--- src/mck_pkg.sv ---
// ----------------------------------------------------------------------------
// mck_pkg
// Shared types, constants, letter pattern table and microcode program for
// the morse character keyer.
// ----------------------------------------------------------------------------
package mck_pkg;

    // register defaults and sizes
    localparam int DATA_W          = 16;
    localparam int CFG_IDX_W       = 2;
    localparam int MAX_ELEMENTS    = 5;
    localparam int SLOTS           = 8;
    localparam int SLOT_W          = 3;
    localparam int ROWS            = 27;
    localparam int ROW_W           = 5;

    localparam logic [DATA_W-1:0] DOT_RESET  = 16'd100;
    localparam logic [DATA_W-1:0] DASH_RESET = 16'd300;
    localparam logic [DATA_W-1:0] EGAP_RESET = 16'd200;
    localparam logic [DATA_W-1:0] CGAP_RESET = 16'd100;

    localparam logic [7:0]       ASCII_A   = 8'h41;
    localparam logic [7:0]       ASCII_Z   = 8'h5A;
    localparam logic [ROW_W-1:0] SPACE_ROW = 5'd26;

    // configuration register indexes
    localparam logic [CFG_IDX_W-1:0] REG_DOT  = 2'd0;
    localparam logic [CFG_IDX_W-1:0] REG_DASH = 2'd1;
    localparam logic [CFG_IDX_W-1:0] REG_EGAP = 2'd2;
    localparam logic [CFG_IDX_W-1:0] REG_CGAP = 2'd3;

    // element codes
    localparam logic [1:0] NON = 2'd0;
    localparam logic [1:0] DOT = 2'd1;
    localparam logic [1:0] DSH = 2'd2;

    // slot 0 is the first element sent
    typedef logic [0:SLOTS-1][1:0] t_row;

    // microcode
    typedef logic [1:0] t_step;
    localparam t_step STEP_FETCH = 2'd0;
    localparam t_step STEP_ELEM  = 2'd1;
    localparam t_step STEP_GAP   = 2'd2;
    localparam t_step STEP_CGAP  = 2'd3;

    typedef enum logic [1:0] {
        EMIT_NONE = 2'd0,
        EMIT_ON   = 2'd1,
        EMIT_GAP  = 2'd2,
        EMIT_CHAR = 2'd3
    } t_emit;

    typedef enum logic {
        COND_NONE = 1'b0,
        COND_DONE = 1'b1
    } t_cond;

    typedef struct packed {
        t_emit emit;
        logic  wait_in;
        logic  inc;
        t_cond cond;
        t_step jump;
        t_step next;
    } t_uword;

    // sequencer to datapath
    typedef struct packed {
        logic  load;
        t_emit emit;
        logic  inc;
    } t_ctrl;

    // datapath to sequencer
    typedef struct packed {
        logic done;
        logic out_free;
    } t_status;

    function automatic t_uword ucode(input t_step step);
        t_uword w;
        w = '{emit: EMIT_NONE, wait_in: 1'b1, inc: 1'b0, cond: COND_NONE,
              jump: STEP_FETCH, next: STEP_ELEM};
        case (step)
            STEP_FETCH: w = '{emit: EMIT_NONE, wait_in: 1'b1, inc: 1'b0,
                              cond: COND_NONE, jump: STEP_FETCH, next: STEP_ELEM};
            // branch to the character gap once the pattern is used up
            STEP_ELEM:  w = '{emit: EMIT_ON, wait_in: 1'b0, inc: 1'b0,
                              cond: COND_DONE, jump: STEP_CGAP, next: STEP_GAP};
            STEP_GAP:   w = '{emit: EMIT_GAP, wait_in: 1'b0, inc: 1'b1,
                              cond: COND_NONE, jump: STEP_FETCH, next: STEP_ELEM};
            STEP_CGAP:  w = '{emit: EMIT_CHAR, wait_in: 1'b0, inc: 1'b0,
                              cond: COND_NONE, jump: STEP_FETCH, next: STEP_FETCH};
            default:    w = '{emit: EMIT_NONE, wait_in: 1'b1, inc: 1'b0,
                              cond: COND_NONE, jump: STEP_FETCH, next: STEP_ELEM};
        endcase
        return w;
    endfunction

    function automatic t_row pattern(input logic [ROW_W-1:0] row);
        t_row r;
        r = '0;
        case (row)
            5'd0:    r = {DOT, DSH, NON, NON, NON, NON, NON, NON}; // A
            5'd1:    r = {DSH, DOT, DOT, DOT, NON, NON, NON, NON}; // B
            5'd2:    r = {DSH, DOT, DSH, DOT, NON, NON, NON, NON}; // C
            5'd3:    r = {DSH, DOT, DOT, NON, NON, NON, NON, NON}; // D
            5'd4:    r = {DOT, NON, NON, NON, NON, NON, NON, NON}; // E
            5'd5:    r = {DOT, DOT, DSH, DOT, NON, NON, NON, NON}; // F
            5'd6:    r = {DSH, DSH, DOT, NON, NON, NON, NON, NON}; // G
            5'd7:    r = {DOT, DOT, DOT, DOT, NON, NON, NON, NON}; // H
            5'd8:    r = {DOT, DOT, NON, NON, NON, NON, NON, NON}; // I
            5'd9:    r = {DOT, DSH, DSH, DSH, NON, NON, NON, NON}; // J
            5'd10:   r = {DSH, DOT, DSH, NON, NON, NON, NON, NON}; // K
            5'd11:   r = {DOT, DSH, DOT, DOT, NON, NON, NON, NON}; // L
            5'd12:   r = {DSH, DSH, NON, NON, NON, NON, NON, NON}; // M
            5'd13:   r = {DSH, DOT, NON, NON, NON, NON, NON, NON}; // N
            5'd14:   r = {DSH, DSH, DSH, NON, NON, NON, NON, NON}; // O
            5'd15:   r = {DOT, DSH, DSH, DOT, NON, NON, NON, NON}; // P
            5'd16:   r = {DSH, DSH, DOT, DSH, NON, NON, NON, NON}; // Q
            5'd17:   r = {DOT, DSH, DOT, NON, NON, NON, NON, NON}; // R
            5'd18:   r = {DOT, DOT, DOT, NON, NON, NON, NON, NON}; // S
            5'd19:   r = {DSH, NON, NON, NON, NON, NON, NON, NON}; // T
            5'd20:   r = {DOT, DOT, DSH, NON, NON, NON, NON, NON}; // U
            5'd21:   r = {DOT, DOT, DOT, DSH, NON, NON, NON, NON}; // V
            5'd22:   r = {DOT, DSH, DSH, NON, NON, NON, NON, NON}; // W
            5'd23:   r = {DSH, DOT, DOT, DSH, NON, NON, NON, NON}; // X
            5'd24:   r = {DSH, DOT, DSH, DSH, NON, NON, NON, NON}; // Y
            5'd25:   r = {DSH, DSH, DOT, DOT, NON, NON, NON, NON}; // Z
            default: r = {DSH, DOT, DOT, DOT, DSH, NON, NON, NON}; // word space
        endcase
        return r;
    endfunction

endpackage

--- src/morse_character_keyer_core.sv ---
// ----------------------------------------------------------------------------
// morse_character_keyer_core
// Turns one ASCII character into its morse keying as timed key-on/key-off
// segments, driven by a four-step microcode program.
//
//   channel   direction  signals
//   in        sink       i_in_valid / o_in_ready, i_ascii_char
//   out       source     o_out_valid / i_out_ready, o_key_level,
//                        o_duration_ms, o_last_segment
//   cfg       sink       i_cfg_we, i_cfg_index, i_cfg_data
//
// a character with n elements runs through one fetch step, two steps
// per element, one step to see the pattern end and one for the character gap
// the step counter runs one step per cycle; a full output register, or the fetch step without input, stalls it
// synchronous active-low reset restores the default timings and the fetch step
// ----------------------------------------------------------------------------
module morse_character_keyer_core #(
    parameter int MAX_ELEMENTS = mck_pkg::MAX_ELEMENTS
) (
    input  logic                          i_clk,
    input  logic                          i_rst_n,
    input  logic                          i_in_valid,
    output logic                          o_in_ready,
    input  logic [7:0]                    i_ascii_char,
    output logic                          o_out_valid,
    input  logic                          i_out_ready,
    output logic                          o_key_level,
    output logic [mck_pkg::DATA_W-1:0]    o_duration_ms,
    output logic                          o_last_segment,
    input  logic                          i_cfg_we,
    input  logic [mck_pkg::CFG_IDX_W-1:0] i_cfg_index,
    input  logic [mck_pkg::DATA_W-1:0]    i_cfg_data
);

    mck_pkg::t_ctrl   w_ctrl;
    mck_pkg::t_status w_status;

    mck_sequencer u_seq (
        .i_clk      (i_clk),
        .i_rst_n    (i_rst_n),
        .i_in_valid (i_in_valid),
        .i_status   (w_status),
        .o_in_ready (o_in_ready),
        .o_ctrl     (w_ctrl)
    );

    mck_datapath #(
        .MAX_ELEMENTS (MAX_ELEMENTS)
    ) u_dp (
        .i_clk          (i_clk),
        .i_rst_n        (i_rst_n),
        .i_cfg_we       (i_cfg_we),
        .i_cfg_index    (i_cfg_index),
        .i_cfg_data     (i_cfg_data),
        .i_ascii_char   (i_ascii_char),
        .i_ctrl         (w_ctrl),
        .i_out_ready    (i_out_ready),
        .o_status       (w_status),
        .o_out_valid    (o_out_valid),
        .o_key_level    (o_key_level),
        .o_duration_ms  (o_duration_ms),
        .o_last_segment (o_last_segment)
    );

    // a segment is only written when the output register can take it
    a_no_overwrite: assert property (@(posedge i_clk) disable iff (!i_rst_n)
        (w_ctrl.emit != mck_pkg::EMIT_NONE) |-> (!o_out_valid || i_out_ready))
        else $error("segment written over a pending transaction");

    // the closing segment is always key off
    a_last_is_off: assert property (@(posedge i_clk) disable iff (!i_rst_n)
        (o_out_valid && o_last_segment) |-> !o_key_level)
        else $error("last segment with key on");

    // after a character is taken the sequencer leaves the fetch step
    a_leave_fetch: assert property (@(posedge i_clk) disable iff (!i_rst_n)
        (i_in_valid && o_in_ready) |=> !o_in_ready)
        else $error("input ready right after a transaction");

endmodule

--- src/mck_sequencer.sv ---
// ----------------------------------------------------------------------------
// mck_sequencer
// Step counter and microcode fetch; resolves the conditional jump and stalls
// on input and output handshakes.
// ----------------------------------------------------------------------------
module mck_sequencer (
    input  logic             i_clk,
    input  logic             i_rst_n,
    input  logic             i_in_valid,
    input  mck_pkg::t_status i_status,
    output logic             o_in_ready,
    output mck_pkg::t_ctrl   o_ctrl
);

    mck_pkg::t_step  r_step;
    mck_pkg::t_step  n_step;
    mck_pkg::t_uword w_uword;
    mck_pkg::t_emit  w_emit;
    logic            w_taken;
    logic            w_go;

    always_comb begin
        w_uword = mck_pkg::ucode(r_step);
        w_taken = (w_uword.cond == mck_pkg::COND_DONE) && i_status.done;
        // a taken jump skips the step's own output
        w_emit  = w_taken ? mck_pkg::EMIT_NONE : w_uword.emit;
        w_go    = (!w_uword.wait_in || i_in_valid) &&
                  ((w_emit == mck_pkg::EMIT_NONE) || i_status.out_free);

        o_in_ready   = w_uword.wait_in;
        o_ctrl.load  = w_uword.wait_in && i_in_valid;
        o_ctrl.emit  = w_go ? w_emit : mck_pkg::EMIT_NONE;
        o_ctrl.inc   = w_go && !w_taken && w_uword.inc;

        if (!w_go) begin
            n_step = r_step;
        end else if (w_taken) begin
            n_step = w_uword.jump;
        end else begin
            n_step = w_uword.next;
        end
    end

    always_ff @(posedge i_clk) begin
        if (!i_rst_n) begin
            r_step <= mck_pkg::STEP_FETCH;
        end else begin
            r_step <= n_step;
        end
    end

endmodule

--- src/mck_datapath.sv ---
// ----------------------------------------------------------------------------
// mck_datapath
// Timing registers, pattern register, element index and the output register
// that holds one segment until it is taken.
// ----------------------------------------------------------------------------
module mck_datapath #(
    parameter int MAX_ELEMENTS = mck_pkg::MAX_ELEMENTS
) (
    input  logic                         i_clk,
    input  logic                         i_rst_n,
    input  logic                         i_cfg_we,
    input  logic [mck_pkg::CFG_IDX_W-1:0] i_cfg_index,
    input  logic [mck_pkg::DATA_W-1:0]   i_cfg_data,
    input  logic [7:0]                   i_ascii_char,
    input  mck_pkg::t_ctrl               i_ctrl,
    input  logic                         i_out_ready,
    output mck_pkg::t_status             o_status,
    output logic                         o_out_valid,
    output logic                         o_key_level,
    output logic [mck_pkg::DATA_W-1:0]   o_duration_ms,
    output logic                         o_last_segment
);

    localparam int LIMIT  = (MAX_ELEMENTS > mck_pkg::SLOTS) ? mck_pkg::SLOTS : MAX_ELEMENTS;
    localparam int CNT_W  = $clog2(LIMIT + 1);
    localparam int IDX_W  = (CNT_W > mck_pkg::SLOT_W) ? CNT_W : mck_pkg::SLOT_W;
    localparam logic [IDX_W-1:0] LIMIT_V = IDX_W'(LIMIT);

    logic [mck_pkg::DATA_W-1:0] r_dot;
    logic [mck_pkg::DATA_W-1:0] r_dash;
    logic [mck_pkg::DATA_W-1:0] r_egap;
    logic [mck_pkg::DATA_W-1:0] r_cgap;

    mck_pkg::t_row              r_pat;
    logic [IDX_W-1:0]           r_idx;
    logic                       r_out_valid;
    logic                       r_key;
    logic [mck_pkg::DATA_W-1:0] r_dur;
    logic                       r_last;

    logic [mck_pkg::ROW_W-1:0]  w_row;
    logic [1:0]                 w_code;
    logic [7:0]                 w_ofs;

    always_comb begin
        w_ofs = i_ascii_char - mck_pkg::ASCII_A;
        if (i_ascii_char >= mck_pkg::ASCII_A && i_ascii_char <= mck_pkg::ASCII_Z) begin
            w_row = w_ofs[mck_pkg::ROW_W-1:0];
        end else begin
            w_row = mck_pkg::SPACE_ROW;
        end
        w_code            = r_pat[r_idx[mck_pkg::SLOT_W-1:0]];
        o_status.done     = (r_idx == LIMIT_V) || (w_code == mck_pkg::NON);
        o_status.out_free = !r_out_valid || i_out_ready;
    end

    always_ff @(posedge i_clk) begin
        if (!i_rst_n) begin
            r_dot  <= mck_pkg::DOT_RESET;
            r_dash <= mck_pkg::DASH_RESET;
            r_egap <= mck_pkg::EGAP_RESET;
            r_cgap <= mck_pkg::CGAP_RESET;
        end else if (i_cfg_we) begin
            case (i_cfg_index)
                mck_pkg::REG_DOT:  r_dot  <= i_cfg_data;
                mck_pkg::REG_DASH: r_dash <= i_cfg_data;
                mck_pkg::REG_EGAP: r_egap <= i_cfg_data;
                mck_pkg::REG_CGAP: r_cgap <= i_cfg_data;
                default: ;
            endcase
        end
    end

    always_ff @(posedge i_clk) begin
        if (!i_rst_n) begin
            r_idx <= '0;
        end else if (i_ctrl.load) begin
            r_idx <= '0;
        end else if (i_ctrl.inc) begin
            r_idx <= r_idx + IDX_W'(1);
        end
    end

    always_ff @(posedge i_clk) begin
        if (i_ctrl.load) begin
            r_pat <= mck_pkg::pattern(w_row);
        end
    end

    always_ff @(posedge i_clk) begin
        if (!i_rst_n) begin
            r_out_valid <= 1'b0;
        end else if (i_ctrl.emit != mck_pkg::EMIT_NONE) begin
            r_out_valid <= 1'b1;
        end else if (i_out_ready) begin
            r_out_valid <= 1'b0;
        end
    end

    always_ff @(posedge i_clk) begin
        case (i_ctrl.emit)
            mck_pkg::EMIT_ON: begin
                r_key  <= 1'b1;
                r_dur  <= (w_code == mck_pkg::DSH) ? r_dash : r_dot;
                r_last <= 1'b0;
            end
            mck_pkg::EMIT_GAP: begin
                r_key  <= 1'b0;
                r_dur  <= r_egap;
                r_last <= 1'b0;
            end
            mck_pkg::EMIT_CHAR: begin
                r_key  <= 1'b0;
                r_dur  <= r_cgap;
                r_last <= 1'b1;
            end
            default: ;
        endcase
    end

    assign o_out_valid    = r_out_valid;
    assign o_key_level    = r_key;
    assign o_duration_ms  = r_dur;
    assign o_last_segment = r_last;

endmodule

--- config.mk ---
export PLATFORM = sky130hd
export DESIGN_NAME = morse_character_keyer_core
export DESIGN_NICKNAME = d
export VERILOG_FILES = /design/src/mck_pkg.sv /design/src/morse_character_keyer_core.sv /design/src/mck_sequencer.sv /design/src/mck_datapath.sv
export SDC_FILE = /design/constraint.sdc
export NUM_CORES = 1
export LEC_CHECK = 0
export ABC_AREA = 1
export BUFFER_PORTS_ARGS = -buffer_cell sky130_fd_sc_hd__buf_2
export CORE_ASPECT_RATIO = 1.4
export CORE_UTILIZATION = 45
export CTS_CLUSTER_DIAMETER = 80
export DETAILED_ROUTE_END_ITERATION = 12
export PLACE_DENSITY = 0.63
export SLEW_MARGIN = 15
export SYNTH_ARGS = -nofsm -noshare
export SYNTH_HDL_FRONTEND = slang
export SYNTH_SLANG_ARGS = --single-unit
--- constraint.sdc ---
create_clock -name i_clk -period 2.2 [get_ports i_clk]
set_input_delay 0.66 -clock i_clk [delete_from_list [all_inputs] [get_ports i_clk]]
set_output_delay 0.66 -clock i_clk [all_outputs]
set_load 0.1 [all_outputs]
# Word-level counts from Yosys, hierarchy flattened
# Memories as Yosys holds them, arrays and structs flattened. A register that Yosys moved wholly into a read port is not among the register bits.
# Index checks and enable logic that the tools add are counted.
# op_classes
n_addsub,2
mul,0
div,0
magnitude_cmp,3
eq_ne,11
n_shift,0
mux,14
n_bitwise,2
n_reduce_logical,29
# ops
op,count
case mux 16 bit (3 select lines),1
case mux 9 bit (4 select lines),1
two-way mux 16 bit,1
"equality test 2 bit, second input constant",7
two-way mux 2 bit,5
">= comparator 8 x 7 -> 1 bit, second input constant",1
"less-or-equal comparator 8 x 7 -> 1 bit, second input constant",1
zero test 2 bit,4
AND reduction 2 bit,4
nonzero test 2 bit,4
binary-select mux 2 bit (select 3 bit),1
"equality test 2 x 1 -> 1 bit, second input constant",3
logical AND 1 bit,6
OR reduction 2 bit,3
two-way mux 5 bit,1
"subtractor 5 x 1 -> 5 bit, second input constant",1
">= comparator 4 bit, second input constant",1
logical OR 1 bit,4
inverter 3 -> 4 bit,1
case mux 1 bit (2 select lines),2
"adder 3 x 1 -> 3 bit, second input constant",1
"equality test 3 bit, second input constant",1
zero test 1 bit,3
nonzero test 3 bit,1
other kinds (2),3
# totals
ff_bits,96
latch_bits,0
ram_bits,0
romBits,288
input_bits,31
wordCells,76
n_memories,1
# memory_table
memory,words,word_bits,rd,rd_ports_with_merged_regs,wr,line,text
(no name shown),32,9,1,1,0,mck_pkg.sv:104,case (row)

# Longest topological paths before layout
# Gate-level depths: netlist of the first run.
# depth
word_depth,15
mapped_depth,14
mapped_depth_nobuf,14

# Cells and area by module
# From an unflattened synthesis of the first run, not the netlist that was laid out.
# hier_totals
hier_cells,628
area_unflattened_um2,4802.1
# modules_own_cells
module,instances,cells_each,area_each_um2,seq_area_each_um2
mck_datapath,1,601,4645.7,2172.1
mck_sequencer,1,27,156.4,40.0

# Worst setup path after synthesis of the first run
# No wires, ideal clock.
# synth_path
path_type,reg2reg
start,reg u_seq.r_step[0]
end,"reg u_dp.r_dur, in the netlist u_dp.o_duration_ms[0] (enable)"
t_arrival_ps,2149
setup_slack_ps,-327
stages_incl_launch_ff,6
n_path_buf,1
synth_period_minus_slack_ps,2527
cell_sequence,dfxtp_1 -> nor2_2 -> inv_2 -> o211ai_4 -> buf_4 -> nand2_1
# synth_rtl
item,line,text
from (decl),mck_sequencer.sv:15,mck_pkg::t_step r_step;
from (signal assigned),mck_sequencer.sv:46,r_step <= mck_pkg::STEP_FETCH;
from (signal assigned),mck_sequencer.sv:48,r_step <= n_step;
"equality test 2 bit, or another cell as far along",mck_pkg.sv:85,case (step)
case mux 9 bit (4 select lines) (*),mck_pkg.sv:85,
via o_in_ready,morse_character_keyer_core.sv:23,"output logic o_in_ready,"
zero test 1 bit (*),mck_sequencer.sv:27,w_go = (!w_uword.wait_in || i_in_valid) &&
logical OR 1 bit (*),mck_sequencer.sv:27,
logical AND 1 bit (*),mck_sequencer.sv:27,
two-way mux 2 bit (*),mck_sequencer.sv:32,o_ctrl.emit = w_go ? w_emit : mck_pkg::EMIT_NONE;
equality test 2 x 1 -> 1 bit or equality test 2 bit (tied branches),mck_datapath.sv:101,case (i_ctrl.emit)
nonzero test 3 bit (no line) (*),-,
to (signal assigned),mck_datapath.sv:104,r_dur <= (w_code == mck_pkg::DSH) ? r_dash : r_dot;
to (signal assigned),mck_datapath.sv:109,r_dur <= r_egap;
to (signal assigned),mck_datapath.sv:114,r_dur <= r_cgap;
to (decl),mck_datapath.sv:38,logic [mck_pkg::DATA_W-1:0] r_dur;
# Mark *: on every way through the listed nets, which the timed path passes. The rest lies on a longest branch.
# A chain may end at the register's enable or synchronous reset.

# Final worst setup path of the first run
# layout_path
start,in i_ascii_char[0]
end,reg u_dp.r_pat[11] (netlist name) (data pin)
# layout_via
elab_chain_len,3
# layout_lines
item,line,text
from (decl),morse_character_keyer_core.sv:24,"input logic [7:0] i_ascii_char,"
>= comparator 8 x 7 -> 1 bit or less-or-equal comparator 8 x 7 -> 1 bit (tied branches),mck_datapath.sv:47,if (i_ascii_char >= mck_pkg::ASCII_A && i_ascii_char <= mck_pkg::ASCII_Z) begin
logical AND 1 bit,mck_datapath.sv:47,
two-way mux 5 bit (*),mck_datapath.sv:47,
to (decl),mck_datapath.sv:34,mck_pkg::t_row r_pat;
# Mark *: on every way between the ends. The rest lies on a longest branch, timed or not.

==> results of run 1 <==
where the power goes:
group	switching (mW)	leakage, nW	internal (mW)
Combinational	1.22	1.55	0.355
Sequential	0.0706	0.821	2.07
Clock	0.640	0.167	1.04
Total	1.93	2.54	3.47
layout by cell type (no fill, tap or decap), types with 2 or more instances in the layout:
master,synthesis,layout
o21ai_0,54,53
clkbuf_8,0,3
o21ai_1,2,3
nand4_1,4,4
clkinv_2,1,2
buf_2,6,50
edfxtp_1,27,27
clkbuf_16,0,10
inv_1,55,51
nand3_1,57,56
nand3_2,2,3
inv_2,4,6
dfxtp_1,70,69
buf_4,2,36
nand2_2,5,6
ha_4,0,2
nor2_2,4,2
ha_1,13,11
nor2_1,88,87
nor2_4,2,5
o211ai_1,20,20
buf_12,0,3
nor3_2,2,2
nand2_1,138,137
clkinvlp_4,0,2
a21oi_1,17,17
critical path: stages:
cell	delay, ns
buf_2	0.12
clkinvlp_4	0.12
ha_4	0.17
nand4_1	0.11
nand3_2	0.14
nor2_4	0.18
inv_2	0.09
ha_1	0.21
a21oi_1	0.17
nand2_1	0.08
nand3_1	0.07
nand2_1	0.05
layout make-up:
class	instances	area, um^2	area share [%]
tap	135	169	2.99
timing repair buffer	89	581	10.3
inverter	60	234	4.14
clock buffer	13	292	5.16
clock inverter	3	43.8	0.776
sequential	97	2210	39.2
multi-input combinational	418	2110	37.4
per-stage QoR:
| stage | setup TNS, ns | utilization (%) | hold WS, ns | area (um^2) |
|---|---|---|---|---|
| 6_report | 0 | 56.7 | 0.450 | 5650 |
| 3_5_place_dp | -2.72 | 53.4 | 0.443 | 5310 |
| 5_1_grt | 0 | 56.7 | 0.467 | 5650 |
| 2_1_floorplan | -0.145 | - | 0.429 | 4690 |
| 4_1_cts | 0 | 56.7 | 0.454 | 5650 |
| 3_3_place_gp | -1.49 | 53.4 | 0.437 | 5310 |
routing by layer:
metal / up-vias / routed length (um)
met3: 17 / 541
li1: 2106 / -
met4: 0 / 213
met2: 118 / 5700
met1: 1872 / 4450
met5: - / 0
Yosys cell counts (all sizes together):
cell type / count / area (um^2)
a211oi: 1 / 12.5
xor2: 1 / 8.76
nor2: 94 / 378
nand3: 59 / 305
nor3: 3 / 25.0
nand2: 144 / 561
o211ai: 21 / 171
ha: 13 / 163
nand4: 4 / 25.0
o21ai: 56 / 280
a21oi: 18 / 93.8
edfxtp: 27 / 811
xnor2: 1 / 16.3
clkinv: 1 / 5.00
buf: 11 / 71.3
nor3b: 1 / 12.5
dfxtp: 70 / 1400
and3: 1 / 6.26
inv: 59 / 221
or2: 1 / 6.26
clkbuf: 14 / 52.6
flip-flops by register name, indices dropped and copies added, names as in the netlist:
register	flops
u_dp.o_duration_ms	16
u_dp.o_key_level	1
u_dp.o_last_segment	1
u_dp.o_out_valid	1
u_dp.r_cgap	16
u_dp.r_dash	16
u_dp.r_dot	16
u_dp.r_egap	16
u_dp.r_idx	3
u_dp.r_pat	9
u_seq.r_step	2
worst max path at each step:
stage,from,end,slack (ns),cells after the start
final,i_ascii_char[0],u_dp.r_pat[11]$_DFFE_PP_,0.11,12
after global placement,i_ascii_char[0],u_dp.r_pat[11]$_DFFE_PP_,-0.20,12
after global routing,i_ascii_char[0],u_dp.r_pat[8]$_DFFE_PP_,0.006,13
after CTS,i_ascii_char[0],u_dp.r_pat[12]$_DFFE_PP_,0.12,12
after detailed placement,i_ascii_char[0],u_dp.r_pat[12]$_DFFE_PP_,-0.24,12
after floorplan,i_ascii_char[0],u_dp.r_pat[11]$_DFFE_PP_,-0.04,12
cell families after synthesis:
logic type | count (synthesis)
AND/OR/NAND/NOR | 307
flip-flops | 97
AO/OA/AOI/OAI | 96
buffers and inverters | 85
adder cells (fa/ha/maj) | 13
XOR/XNOR | 2
==> qor.csv, run 1 <==
metric;value;unit
status;finished clean;
vias;4113;
finalClockSkew;0.00529;ns
arrival;2.18;ns
cts-root-buf;clkbuf_16;
grt_pass1_vias;3765;
area_delta_synth_final;22.0;%
fin_crit_sh;94.9;%
busiest_layer;met2;
min_period;2.09;ns
finalMaxSlewViolations;0;
cts_setup_buffers;0;
cap_violations;0;
route.detailed.drc;0;
synth_cell_type_count;34;
p_leak;2.54;nW
synth_compound_area_share;12.1;%
ys_ff_latch;97;
worstHoldStart;u_dp.r_dot[14]$_SDFFE_PN0P_;
cts_buffers;9;
ctsHoldBuffers;0;
ctsResizeCount;0;
fp.coreArea;0.00995;mm^2
synth_fa_ha_area_share;3.52;%
postSynthAreaPerCell;7.71;um^2
power;5.40;mW
clock-sinks;97;
reg2regPathDepth;6;
worstHoldEndpoint;u_dp.r_dot[14]$_SDFFE_PN0P_;
die_w;87.7;um
drt_pre_antenna_iters;5;
cts_max_level;3;
r2r_start;u_seq.r_step[0]$_SDFFE_PN0N_;
initial_core_util;46.5;%
grt_max_degree;69;
synthMuxAreaShare;0;%
synthesis.nets;644;
synthCells;600;
wl_per_cell;13.4;um
fin_ws;0.112;ns
dp_hpwl;7310;um
clkTransAtPathRegs;0.06;ns
yosysSeqAreaShare;47.8;%
use_met3;4.67;%
final_nets;719;
portBuffers;50;
grt_pass1_wl;17700;um
critical_path_class;in2reg;
grt_overflow;0;
clk_latency;0.34;ns
routabilityCongestion;0.885;
dp_slack;-0.245;ns
power_density;956;mW/mm^2
grt_util_met1;25.3;%
cts_tree;yes;
finalSetupViolations;0;
wl;10900;um
ant_nets;0;
hp-class;reg2reg;
cp-start-kind;input pin;
die_y;122;um
placed_cells;799;
routed_via_density;5.05;
fp-row-count;43;
reg2reg_to;u_dp.o_duration_ms[1]$_DFFE_PP_;
hold_depth;2;
end_kind;flop;
diodes;0;
fill_cells;909;
cts_buffer_depth;2;
slew_headroom;24.7;%
synth_top_family_by_area;simple AND/OR/NAND/NOR gates;
vdd_drop_max;0.410;mV
dieArea;0.0107;mm^2
max_freq;0.479;GHz
track_usage;21.7;%
critPathMaxFanout;5;
hold_viol;0;
rrSetupSlack;0.19;ns
drive_gt1_share;20.7;%
io_pins;51;
antenna_found_initial;0;
stdcell_count;815;
synth_area;0.00463;mm^2
required;2.30;ns
yosys.area_share.simple;28.5;%
rsz0062_at_grt;false;
use_met2;37.9;%
worstMarginPinSlew;1.13;ns
yosys.area_share.xor_xnor;0.541;%
ys_warn_count;0;
drt_iter0_drc;298;
(Power assumes the default switching activity.)
==> inputs of run 2 (changes only) <==
--- a/config.mk
+++ b/config.mk
@@ -7,7 +7,6 @@
 export LEC_CHECK = 0
 export ABC_AREA = 1
 export BUFFER_PORTS_ARGS = -buffer_cell sky130_fd_sc_hd__buf_2
-export CORE_ASPECT_RATIO = 1.4
 export CORE_UTILIZATION = 45
 export CTS_CLUSTER_DIAMETER = 80
 export DETAILED_ROUTE_END_ITERATION = 12
==> qor.csv, run 2 (synthesis results as in run 1) <==
metric;value;unit;change
track_usage;21.5;%;-0.21 points
multiInputGateArea;0.00212;mm^2;+0.24%
cp_slowest_cell;buf_2;;
cts-root-buf;clkbuf_8;;
hold_depth;2;;unchanged
intPower;2.86;mW;-18%
final_common_cell;nand2_1;;
r2r_start;u_seq.r_step[0]$_SDFFE_PN0N_;;
worstHoldStart;u_dp.r_dot[7]$_SDFFE_PN0P_;;
fill_cells;959;;+5.5%
finalSetupViolations;0;;unchanged
arrival;1.38;ns;-0.80 ns
grt_pass1_vias;3775;;+0.27%
wl;10600;um;-2.8%
vdd_drop_max;0.528;mV;+29%
fin_util;55.7;%;-1.0 points
drt_pre_antenna_iters;4;;-1
combinationalPowerShare;32.9;%;+3.8 points
met2_wirelength;4860;um;-15%
dr_wl_met3;478;um;-12%
seqPwrFrac;44.6;%;+4.9 points
cts_max_level;3;;unchanged
cts_buffers;9;;unchanged
required;1.54;ns;-0.76 ns
slowest_delay;0.44;ns;+0.23 ns
switchingPower;1.94;mW;+0.62%
antenna_found_initial;0;;unchanged
seqCellArea;0.00221;mm^2;unchanged
finalClockSkew;0.0153;ns;+0.00997 ns
hold_slack;0.458;ns;+0.00808 ns
hp-class;reg2reg;;
slew_headroom;28.2;%;+3.6 points
diodes;0;;unchanged
fp.coreArea;0.00986;mm^2;-0.89%
routed_via_density;4.99;;-1.2%
critical_path_class;reg2out;;
finalMaxSlewViolations;0;;unchanged
cts_setup_buffers;0;;unchanged
clk_latency;0.36;ns;+0.02 ns
drive_gt1_share;20.4;%;-0.35 points
clock-sinks;97;;unchanged
placed_cells;794;;-0.63%
min_period;2.04;ns;-0.0531 ns
critPathMaxFanout;6;;+1
initial_core_util;46.9;%;+0.42 points
drt_iter0_drc;210;;-30%
rsz0062_at_grt;false;;
portBuffers;50;;unchanged
grt_overflow;0;;unchanged
final_nets;716;;-0.42%
hold_viol;0;;unchanged
fp-row-count;36;;-16%
clkPwrFrac;22.4;%;-8.8 points
area_delta_synth_final;18.7;%;
grt_max_degree;45;;-35%
p_leak;2.47;nW;-2.7%
max_freq;0.491;GHz;+2.6%
cap_violations;0;;unchanged
cts_tree;yes;;
worstMarginPinSlew;1.08;ns;-0.0537 ns
dieArea;0.0107;mm^2;about the same
routabilityCongestion;0.825;;-6.8%
wl_per_cell;13.1;um;-2.2%
worstHoldEndpoint;u_dp.r_dot[7]$_SDFFE_PN0P_;;
critPathLaunch;u_seq.r_step[0]$_SDFFE_PN0N_;;
maxUsedRoutingLayer;met4;;
power;4.80;mW;-11%
status;finished clean;;
ctsHoldBuffers;0;;unchanged
reg2reg_to;u_dp.r_idx[2]$_SDFFE_PP0P_;;
route.detailed.drc;0;;unchanged
final_cell_mix;nand2_1, nor2_1, dfxtp_1;;
io_pins;51;;unchanged
dp_hpwl;7030;um;-3.9%
p_sw_share;40.5;%;+4.7 points
cts_buffer_depth;2;;unchanged
grt_pass1_wl;17700;um;-0.20%
wirelength_met1;5200;um;+17%
die_w;103;um;+18%
die_y;103;um;-15%
fin_crit_sh;92.5;%;-2.4 points
path_cells;nor2_4 > buf_2;;
rrSetupSlack;0.17;ns;-0.02 ns
vias;4039;;-1.8%
ctsResizeCount;0;;unchanged
clkTransAtPathRegs;0.10;ns;+0.04 ns
end_kind;output port;;
power_density;874;mW/mm^2;-8.6%
cp-start-kind;flop;;
ant_nets;0;;unchanged
stdcell_count;810;;-0.61%
reg2regPathDepth;7;;+1
==> run 2: layer usage <==
metal / vias to the layer above / GRT usage, %
li1: 2092 / -
met4: 0 / 5.74
met1: 1849 / 29.2
met3: 7 / 3.83
met2: 91 / 35.5
met5: - / 0
==> run 2: area by class of cell <==
cell class	instances	area share, %
clock buffer	9	2.26
timing repair buffer	86	10.4
inverter	60	4.26
tap	133	3.03
clock inverter	7	1.18
multi-input combinational	418	38.6
sequential	97	40.3
==> run 2: through the flow <==
step           cell area [um^2]  TNS, ns  setup slack (ns)
2_1_floorplan              4690   -0.145           -0.0355
3_3_place_gp               5300    -1.16            -0.170
3_5_place_dp               5300    -1.65            -0.220
4_1_cts                    5490        0             0.140
5_1_grt                    5490        0            0.0248
6_report                   5490        0             0.165
==> run 2: how the worst max path moves through the flow <==
stage / end / slack, ns / depth (start not counted)
after floorplan: u_dp.r_pat[11]$_DFFE_PP_ / -0.04 / 12
after global placement: u_dp.r_pat[11]$_DFFE_PP_ / -0.17 / 13
after detailed placement: u_dp.r_pat[11]$_DFFE_PP_ / -0.22 / 12
after CTS: o_in_ready / 0.14 / 2
after global routing: u_dp.r_idx[2]$_SDFFE_PP0P_ / 0.02 / 7
final: o_in_ready / 0.16 / 2
==> run 2: critical path: cells and delay by family (launching register included) <==
kind                   cells  cell delay (ns)
DFF                        1             0.40
buffers and inverters      1             0.44
and+or+nand+nor            1             0.17
==> run 2: power groups by stage <==
stage               sequential (mW)  clock (mW)  combinational, mW
floorplan                      2.83           0              0.563
global route                   2.17        1.17               1.70
detailed placement             2.18           0               1.58
global placement               2.18           0               1.57
finish                         2.14        1.08               1.58
CTS                            2.14        1.12               1.58
==> inputs of run 3 (changes only) <==
--- a/config.mk
+++ b/config.mk
@@ -10,7 +10,7 @@
 export CORE_UTILIZATION = 45
 export CTS_CLUSTER_DIAMETER = 80
 export DETAILED_ROUTE_END_ITERATION = 12
-export PLACE_DENSITY = 0.63
+export PLACE_DENSITY = 0.74
 export SLEW_MARGIN = 15
 export SYNTH_ARGS = -nofsm -noshare
 export SYNTH_HDL_FRONTEND = slang
==> qor.csv, run 3 (synthesis results as in run 1) <==
metric;value;unit;change
antenna_found_initial;0;;unchanged
worst-path-stages;13;;+11
arrival;2.19;ns;+0.81 ns
finalSetupViolations;0;;unchanged
critical_path_class;in2reg;;
r2r_start;u_dp.r_idx[1]$_SDFFE_PP0P_;;
fp-row-count;36;;unchanged
cts_max_level;3;;unchanged
rsz0062_at_grt;true;;
dpl-instance-area;0.00535;mm^2;+0.90%
p_leak;2.52;nW;+2.1%
cp-endpoint;u_dp.r_pat[11]$_DFFE_PP_;;
routed_via_density;5.15;;+3.2%
drt_pre_antenna_iters;5;;+1
hold_viol;0;;unchanged
final_nets;726;;+1.4%
grt_pass1_wl;18500;um;+4.8%
die_y;103;um;unchanged
wl;11200;um;+5.3%
track_usage;22.4;%;+0.83 points
crit_family;simple AND/OR/NAND/NOR gates;;
cts_tree;yes;;
route.detailed.drc;0;;unchanged
path_cells;buf_2 > clkinvlp_4 > ha_1 > nand2_1 > nand3_2 > nand3_2 > nor2_4 > buf_4 > ha_1 > nand3_1 > nand2_1 > nand2_1 > nand2_1;;
critPathMaxFanout;5;;-1
final_common_cell;nand2_1;;
reg2reg_to;u_dp.o_duration_ms[0]$_DFFE_PP_;;
grt_max_degree;37;;-18%
cp_slowest_cell;ha_1;;
fp.coreArea;0.00986;mm^2;unchanged
clock-sinks;97;;unchanged
clk_latency;0.37;ns;about the same
dp_hpwl;7620;um;+8.5%
rrSetupSlack;0.29;ns;+0.12 ns
die_w;103;um;unchanged
end_kind;flop;;
cp-start-kind;input pin;;
fill_cells;916;;-4.5%
critPathBufInv;3;;+2
drive_gt1_share;22.0;%;+1.6 points
slowest_delay;0.22;ns;-0.22 ns
finalMaxSlewViolations;0;;unchanged
clkTransAtPathRegs;0.10;ns;about the same
routabilityCongestion;0.905;;+9.8%
vdd_drop_max;0.515;mV;-2.5%
drt_iter0_drc;225;;+7.1%
max_freq;0.482;GHz;-1.9%
ctsHoldBuffers;0;;unchanged
initial_core_util;46.9;%;unchanged
grt_pass1_vias;4128;;+9.4%
area_delta_synth_final;20.8;%;
worstMarginPinSlew;0.746;ns;-0.330 ns
power;5.01;mW;+4.4%
min_period;2.07;ns;+0.0394 ns
fin_util;56.7;%;+0.99 points
fin_crit_sh;94.3;%;+1.8 points
io_pins;51;;unchanged
cts_buffer_depth;2;;unchanged
ant_nets;0;;unchanged
critPathLaunch;i_ascii_char[0];;
path_common_cell;nand2_1;;
power_density;896;mW/mm^2;+2.6%
cts-root-buf;clkbuf_8;;
stdcell_count;820;;+1.2%
grt_overflow;0;;unchanged
vias;4220;;+4.5%
status;finished clean;;
reg2regPathDepth;10;;+3
required;2.32;ns;+0.78 ns
placed_cells;802;;+1.0%
finalClockSkew;0.0207;ns;+0.00548 ns
postLayoutCellArea;0.00559;mm^2;+1.8%
final_cell_mix;nand2_1, nor2_1, dfxtp_1;;
wl_per_cell;13.6;um;+4.0%
cap_violations;0;;unchanged
portBuffers;50;;unchanged
dieArea;0.0107;mm^2;unchanged
slew_headroom;50.2;%;+22 points
cts_buffers;9;;unchanged
diodes;0;;unchanged
hp-class;reg2reg;;
## run 3: cell count changes in the layout (fill, tap and decap cells not counted), moves of 2 or more
cell | previous run | this run
buf_4 | 32 | 43
clkinv_4 | 3 | 0
inv_8 | 0 | 2
nand2_2 | 5 | 7
## run 3: worst register-to-register path: cells and delay by family, from the launching register on
kind | cells | cell delay [ns]
and+or+nand+nor | 5 | 0.59
DFF | 1 | 0.44
adders and majority gates | 1 | 0.19
buffers and inverters | 4 | 0.38
## run 3: per-layer routing
metal	share of wire, %	GRT usage, %
met5	0	0
met4	1.8	11.2
met3	5.3	3.56
met2	50	39.1
met1	42	26.7
## run 3: how the worst min path moves through the flow
stage,from,slack (ns),cells past startpoint,end
floorplan,u_dp.r_cgap[2]$_SDFFE_PN1P_,0.43,2,u_dp.r_cgap[2]$_SDFFE_PN1P_
global placement,u_dp.r_dot[0]$_SDFFE_PN0P_,0.44,2,u_dp.r_dot[0]$_SDFFE_PN0P_
detailed placement,u_dp.r_dot[4]$_SDFFE_PN0P_,0.44,2,u_dp.r_dot[4]$_SDFFE_PN0P_
CTS,u_dp.r_dot[4]$_SDFFE_PN0P_,0.46,2,u_dp.r_dot[4]$_SDFFE_PN0P_
global route,u_dp.r_dot[1]$_SDFFE_PN0P_,0.48,2,u_dp.r_dot[1]$_SDFFE_PN0P_
finish,u_dp.r_dot[4]$_SDFFE_PN0P_,0.46,2,u_dp.r_dot[4]$_SDFFE_PN0P_
## run 3: final cells by class
type                       count  area [um^2]  area share [%]
clock buffer                   9          124            2.22
clock inverter                 7         93.8            1.68
inverter                      60          234            4.19
multi-input combinational    418         2130            38.0
sequential                    97         2210            39.6
tap                          133          166            2.98
timing repair buffer          96          633            11.3
## run 3: per-stage QoR
stage          worst slack (ns)  hold WS (ns)  TNS (ns)
5_1_grt                 -0.0129         0.483   -0.0129
2_1_floorplan           -0.0355         0.429    -0.145
6_report                  0.125         0.460         0
3_5_place_dp             -0.287         0.443     -2.04
4_1_cts                   0.103         0.458         0
3_3_place_gp             -0.199         0.436     -1.29
## run 3: power breakdown
group	internal, mW	switching, mW
clock network	0.559	0.696
logic	0.369	1.24
registers	2.07	0.0774
## run 3: what timing repair did
action,4_1_cts,5_1_grt
resized for setup,0,3
endpoints found under the setup margin,0,5
buffers inserted,0,2
